[config.mk]
export PLATFORM = sky130hd
export DESIGN_NAME = vsl_div
export DESIGN_NICKNAME = d
export VERILOG_FILES = /design/src/sv/assert_macros.svh /design/src/sv/vsl_pkg.sv /design/src/sv/vsl_div.sv
export SDC_FILE = /design/constraint.sdc
export NUM_CORES = 1
export LEC_CHECK = 0
export BUFFER_PORTS_ARGS = -buffer_cell sky130_fd_sc_hd__buf_2
export CAP_MARGIN = 20
export CORE_MARGIN = 2
export CORE_UTILIZATION = 60
export DETAILED_ROUTE_END_ITERATION = 16
export PLACE_DENSITY = 0.85
export RECOVER_POWER = 50
export SLEW_MARGIN = 10
export SYNTH_ARGS = -nofsm -noshare
export SYNTH_HDL_FRONTEND = slang
export SYNTH_SLANG_ARGS = --single-unit
[constraint.sdc]
create_clock -name clk -period 11.4 [get_ports clk]
set_input_delay 0 -clock clk [delete_from_list [all_inputs] [get_ports clk]]
set_output_delay 0 -clock clk [all_outputs]
set_load 0.005 [all_outputs]
[src/sv/assert_macros.svh]
// Assertion macros shared by the filter RTL.
// Depends on a clk and an active-low rst_n in the including scope.
`ifndef ASSERT_MACROS_SVH
`define ASSERT_MACROS_SVH

// Check a property on every rising clock edge outside reset.
`define ASSERT_CLK(lbl, prop, msg) \
    lbl: assert property (@(posedge clk) disable iff (!rst_n) (prop)) else $error(msg);

// Check that a condition holds in the cycle after a trigger.
`define ASSERT_NEXT(lbl, trig, cond, msg) \
    lbl: assert property (@(posedge clk) disable iff (!rst_n) (trig) |=> (cond)) else $error(msg);

`endif

[src/sv/vsl_pkg.sv]
// Package for the variable-step low-pass filter: widths, codes, types.
// No dependencies; used by the interfaces, the divider and the top level.
package vsl_pkg;

    localparam int IDX_W            = 6;
    localparam int VAL_W            = 32;
    localparam int TS_W             = 48;
    localparam int TAU_W            = 32;
    localparam int THR_W            = 20;
    localparam int FRAC_W           = 16;
    localparam int ALPHA_W          = FRAC_W + 1;
    localparam int NUM_ELEMENTS_DEF = 64;

    localparam logic [THR_W-1:0]   THR_RESET = THR_W'(1000);
    localparam logic [ALPHA_W-1:0] ALPHA_ONE = ALPHA_W'(1) << FRAC_W;

    localparam logic REQ_SAMPLE  = 1'b0;
    localparam logic REQ_SETTING = 1'b1;

    typedef enum logic [2:0] {
        ST_CLEAR,
        ST_IDLE,
        ST_LOOKUP,
        ST_DIV,
        ST_MUL,
        ST_UPD,
        ST_EMIT
    } vsl_state_t;

    typedef struct packed {
        logic busy;
        logic done;
    } vsl_div_stat_t;

endpackage

[src/sv/vsl_div.sv]
// Radix-2 restoring divider for the smoothing factor dt*2^16/(dt+tau).
// Depends on vsl_pkg; one quotient bit per cycle, 17 quotient bits per division.
module vsl_div (
    input  logic                          clk,
    input  logic                          rst_n,
    input  logic                          start,
    input  logic [vsl_pkg::TS_W-1:0]      dt,
    input  logic [vsl_pkg::TAU_W-1:0]     tau,
    output vsl_pkg::vsl_div_stat_t        stat,
    output logic [vsl_pkg::ALPHA_W-1:0]   quotient
);
    import vsl_pkg::*;

    localparam int DEN_W = TS_W + 1;
    localparam int REM_W = TS_W + FRAC_W;
    localparam int DVS_W = DEN_W + FRAC_W;
    localparam int CNT_W = $clog2(ALPHA_W);

    logic [REM_W-1:0]   rem_reg, rem_next;
    logic [DVS_W-1:0]   dvs_reg;
    logic [ALPHA_W-1:0] q_reg, q_next;
    logic [CNT_W-1:0]   cnt_reg;
    logic               busy_reg, done_reg;
    logic [DEN_W-1:0]   den;
    logic               fits;

    assign den  = {1'b0, dt} + DEN_W'(tau);
    assign fits = {1'b0, rem_reg} >= dvs_reg;

    always_comb
    begin
        rem_next = rem_reg;
        q_next   = {q_reg[ALPHA_W-2:0], fits};
        if (fits)
        begin
            rem_next = REM_W'({1'b0, rem_reg} - dvs_reg);
        end
    end

    always_ff @(posedge clk or negedge rst_n)
    begin
        if (!rst_n)
        begin
            busy_reg <= 1'b0;
            done_reg <= 1'b0;
            cnt_reg  <= '0;
        end
        else
        begin
            done_reg <= 1'b0;
            if (start)
            begin
                if (den == '0)
                begin
                    done_reg <= 1'b1;
                end
                else
                begin
                    busy_reg <= 1'b1;
                    cnt_reg  <= CNT_W'(ALPHA_W - 1);
                end
            end
            else if (busy_reg)
            begin
                cnt_reg <= cnt_reg - 1'b1;
                if (cnt_reg == '0)
                begin
                    busy_reg <= 1'b0;
                    done_reg <= 1'b1;
                end
            end
        end
    end

    always_ff @(posedge clk)
    begin
        if (start)
        begin
            rem_reg <= {dt, FRAC_W'(0)};
            dvs_reg <= {den, FRAC_W'(0)};
            q_reg   <= (den == '0) ? ALPHA_ONE : '0;
        end
        else if (busy_reg)
        begin
            rem_reg <= rem_next;
            dvs_reg <= dvs_reg >> 1;
            q_reg   <= q_next;
        end
    end

    assign stat.busy = busy_reg;
    assign stat.done = done_reg;
    assign quotient  = q_reg;
endmodule

==> Word level (Yosys, flattened, before mapping) <==
Cells that the tools add are included.
{ "op_classes": {"n_reduce_logical": 7, "eq_ne": 1, "order_cmp": 1, "bitwise_logic": 0, "mux": 19, "mul": 0, "shift": 0, "addsub": 3, "div_mod_pow": 0} }
{ "op_table": {"columns": ["operator", "count"], "rows": [
  ["$mux W64", 3],
  ["$mux W65", 2],
  ["$ge A64 B65 Y1", 1],
  ["$sub A64 B64 Y64", 1],
  ["$mux W17", 3],
  ["$add A48 B32 Y49", 1],
  ["$logic_not A49 Y1", 1],
  ["$mux W5", 3],
  ["$mux W1", 8],
  ["$reduce_and A2 Y1", 3],
  ["$logic_not A5 Y1", 1],
  ["$sub A5 B1 Y5 const B", 1],
  ["$reduce_bool A2 Y1", 2],
  ["$ne A2 B2 Y1 const B", 1]
]} }
{ "totals": {"rom_bits": 0, "output_inout_bits": 19, "mem_count": 0, "ramBits": 0, "wordCells": 39, "latchBits": 0, "in_bits": 83, "regBits": 153} }

==> Logic depth before layout (Yosys ltp) <==
{ "depth": {"depth_word": 4, "ltp_mapped": 16, "depth_no_buf": 14} }

==> Worst setup path after synthesis <==
OpenSTA, ideal clock, no wires.
{ "synth_timing": {"kind": "register -> register", "start": "reg dvs_reg[1]", "end": "reg rem_reg[16], enable pin", "synth_period_minus_slack_ns": 4.579, "arrival_ns": 3.995, "stages_incl_launch_ff": 15, "setup_ns": 0.584, "t_required_ns": 10.816, "n_path_buf": 2, "slack_ns": 6.821, "path_cell_list": "dfxtp_1 inv_1 ha_1 nor2b_1 o31a_1 o2111ai_1 a21oi_1 o311ai_1 o31ai_2 a311oi_1 nor3b_1 o31ai_1 buf_2 buf_2 nand2_1"} }
{ "synth_between": {"elab_chain_len": 3} }
{ "synth_rtl": {"columns": ["element", "line", "source"], "rows": [
  ["start: declaration", "vsl_div.sv:20", "logic [DVS_W-1:0] dvs_reg;"],
  ["start signal: assignment", "vsl_div.sv:80", "dvs_reg <= {den, FRAC_W'(0)};"],
  ["start signal: assignment", "vsl_div.sv:86", "dvs_reg <= dvs_reg >> 1;"],
  ["$ge A64 B65 Y1", "vsl_div.sv:28", "assign fits = {1'b0, rem_reg} >= dvs_reg;"],
  ["$reduce_bool A2 Y1 (no line)", null, null],
  ["$reduce_and A2 Y1 (no line)", null, null],
  ["end signal: assignment", "vsl_div.sv:79", "rem_reg <= {dt, FRAC_W'(0)};"],
  ["end signal: assignment", "vsl_div.sv:85", "rem_reg <= rem_next;"],
  ["end: declaration", "vsl_div.sv:19", "logic [REM_W-1:0] rem_reg, rem_next;"]
]} }
Every way passes these cells.
A chain may end at the register's enable or synchronous reset.

==> Final worst setup path <==
{ "layout_timing": {"start": "reg busy_reg", "end": "reg cnt_reg[1]"} }
{ "layout_between": {"elab_chain_len": 2} }
{ "layout_rtl": {"columns": ["element", "line", "source"], "rows": [
  ["start: declaration", "vsl_div.sv:23", "logic busy_reg, done_reg;"],
  ["start signal: assignment", "vsl_div.sv:44", "busy_reg <= 1'b0;"],
  ["start signal: assignment", "vsl_div.sv:59", "busy_reg <= 1'b1;"],
  ["start signal: assignment", "vsl_div.sv:68", "busy_reg <= 1'b0;"],
  ["$reduce_bool A2 Y1 (no line)", null, null],
  ["$reduce_and A2 Y1 (no line)", null, null],
  ["end signal: assignment", "vsl_div.sv:60", "cnt_reg <= CNT_W'(ALPHA_W - 1);"],
  ["end signal: assignment", "vsl_div.sv:65", "cnt_reg <= cnt_reg - 1'b1;"],
  ["end: declaration", "vsl_div.sv:22", "logic [CNT_W-1:0] cnt_reg;"]
]} }
Every way passes these cells.

==> flow_summary.json <==
{
  "core_area_sq_um": 20800,
  "die_w_um": 149,
  "post_synth_main_area_contributors": "edfxtp_1 27%, ha_1 9.7%, a22o_1 5.7%",
  "routed-via-count": 11670,
  "period_share": 0.489,
  "nets": 1705,
  "row_count": 53,
  "fin_util": 0.687,
  "drv_cap": 3,
  "dieArea_sq_um": 22200,
  "worst_slew_pin_slew_ps": 3020,
  "drtAntennaViolNets": 0,
  "ys_seq_area_frac": 0.337,
  "synth_cells": 1418,
  "ys_seq_elements": 153,
  "async_reset_ff_frac": 0.0458,
  "syn_to_final_growth_pct": 13.6,
  "post_cts.repair.setup_buffers": 0,
  "p_per_area_nw_per_um2": 241,
  "critPathCapture": "cnt_reg[1]",
  "fin_tns_setup_ps": 0,
  "cts_root_buf": "clkbuf_16",
  "layout_min_cycle_time_ps": 5580,
  "skew_ps": 12.6,
  "max_freq_mhz": 179,
  "cts_tree": "built",
  "synth_ff_type": "edfxtp_1",
  "critPathMaxFanout": 50,
  "final_area_sq_um": 14300,
  "cts.clk_slew.worst_paths_ps": 60,
  "worstRegToRegCells": 5,
  "grt_pass1_vias": 10933,
  "r2r_slack_ps": 5820,
  "synth_top_area_cell": "edfxtp_1",
  "outcome": "finished, violations left",
  "dp_hpwl_um": 25200,
  "p_leak_nw": 6.27,
  "violations": "max-capacitance violations, max-slew violations",
  "finalSetupViolCount": 0,
  "drc": 0,
  "ir_drop_v": 0.000159,
  "first_pass_iters": 6,
  "portBuffers": 101,
  "cp_slowest_cell": "clkbuf_1",
  "grt_pass1_wl_um": 55300,
  "rsz0062_at_grt": "false",
  "clkSinkCount": 153,
  "synth-edff-count": 114,
  "track_usage": 0.314,
  "cp.arrival_ps": 5900,
  "syn_nets": 1601,
  "cpMostUsedCell": "clkbuf_1",
  "rr_startpoint": "busy_reg",
  "synth_top_area_frac": 0.272,
  "crit_path_max_incr_delay_ps": 2200,
  "grt_antenna_before_repair": 0,
  "syn_area_sq_um": 12600,
  "dpl_cell_area_sq_um": 13200,
  "via_per_inst": 6.45,
  "hold_path.class": "in2reg",
  "crit_chain": "clkbuf_1 -> or2_0 -> clkbuf_1 -> nor2_1 -> a221o_1",
  "clockBufferDepth": 2,
  "critPathKind": "reg2reg",
  "numCtsBuffers": 17,
  "start_util": 0.605,
  "routedWlPerCell_um": 19.6,
  "cp-start-kind": "flip-flop",
  "globalplace.congestion": 0.943,
  "dr.first_iter.drc_count": 1182,
  "yosysUniqueCellTypes": 81,
  "grt-ovfl-total": 0,
  "drt_wl_total_um": 35400,
  "timing.rr.end": "cnt_reg[1]",
  "end_kind": "flip-flop",
  "clkLatencyLatePin_ps": 440,
  "avgSynthCellArea_sq_um": 8.88,
  "hold_violations": 0,
  "diodes": 0,
  "drv_slew": 130,
  "grt_max_degree": 78,
  "die_h_um": 149,
  "drive_gt1_frac": 0.103,
  "htreeDepth": 4,
  "boundaryPins": 102,
  "crit_path_start": "busy_reg",
  "slew_headroom": -1.01,
  "largest_reg_flops": 65,
  "required_ps": 11720,
  "yosys_warnings": 0
}
## how the worst min path moves through the flow
stage	startpoint	cells after the start	to
after floorplan	rst_n	0	busy_reg
after global placement	rst_n	1	cnt_reg[2]
after detailed placement	rst_n	1	busy_reg
after CTS	dt[47]	3	rem_reg[63]
after global routing	dt[47]	3	rem_reg[63]
final	dt[47]	3	rem_reg[63]
## cell type report
| class | instances | area [sq um] |
|---|---|---|
| clock buffers | 21 | 504 |
| clock inverters | 11 | 104 |
| fillers | 1604 | 6520 |
| inverters | 93 | 349 |
| multi-input cells | 1101 | 7720 |
| flip-flops and latches | 153 | 4240 |
| well taps | 275 | 344 |
| repair buffers | 156 | 1050 |
## placed cells by master (no fill, tap or decap), types with 37 or more instances in the layout
master / Yosys / routed
a21oi_1: 128 / 128
edfxtp_1: 114 / 114
nand2_1: 105 / 104
nor2_1: 101 / 101
ha_1: 98 / 98
inv_1: 92 / 92
buf_2: 8 / 91
a22o_1: 82 / 82
o21ai_0: 77 / 77
xnor2_1: 68 / 68
a21o_1: 51 / 51
dlygate4sd3_1: 0 / 48
nand3_1: 38 / 37
## logic make-up (layout without fill, tap and decap cells)
logic type	Yosys count	count (layout)	share of synthesized area
AOI/OAI and AO/OA	463	463	0.251
xor gates and xnor gates	101	101	0.0702
adders and majority gates	100	100	0.101
buffers and inverters	164	281	0.0526
DFF	153	153	0.337
muxes	37	37	0.0295
and+or+nand+nor	400	400	0.160
## critical path, delay by kind of cell, from the launching register on
family,cells,cell delay (ps)
AO/OA/AOI/OAI,1,370
buffers and inverters,2,3660
flip-flops,1,320
AND/OR/NAND/NOR,2,1090
## metal layers
| layer | track usage | share of wire |
|---|---|---|
| met4 | 0.146 | 0.048 |
| met1 | 0.416 | 0.41 |
| met3 | 0.0511 | 0.087 |
| met2 | 0.506 | 0.46 |
| met5 | 0 | 0 |
## where the power goes
group	internal [mW]	total, mW	switching [mW]
Clock	0.341	0.586	0.245
Sequential	0.810	0.884	0.0738
Combinational	0.794	1.98	1.18
Total	1.95	3.45	1.50
## Yosys cell counts, types with 26 or more instances
cell	number
a21oi_1	128
edfxtp_1	114
nand2_1	105
nor2_1	101
ha_1	98
inv_1	92
a22o_1	82
o21ai_0	77
xnor2_1	68
clkbuf_1	52
a21o_1	51
nand3_1	38
mux2i_1	36
xor2_1	33
dfxtp_1	32
nand4_1	30
nor2b_1	26
## stage by stage
stage | power (mW) | hold WS (ps) | instances | setup WS (ps)
6_report | 3.45 | 32.5 | 1810 | 5820
5_1_grt | 3.66 | 26.7 | 1810 | 5500
4_1_cts | 3.37 | 16.4 | 1807 | 5940
3_5_place_dp | 2.74 | -161 | 1727 | 6010
3_3_place_gp | 2.71 | -163 | 1727 | 6140
2_1_floorplan | 2.32 | -296 | 1418 | 6820
## repair_timing
| item | 4_1_cts | 5_1_grt |
|---|---|---|
| resized for setup | 0 | 0 |
| setup endpoints to repair | 0 | 0 |
| endpoints found under the hold margin | 53 | 0 |
| hold buffers | 48 | 0 |
No activity file was read; power rests on OpenSTA's default activity.
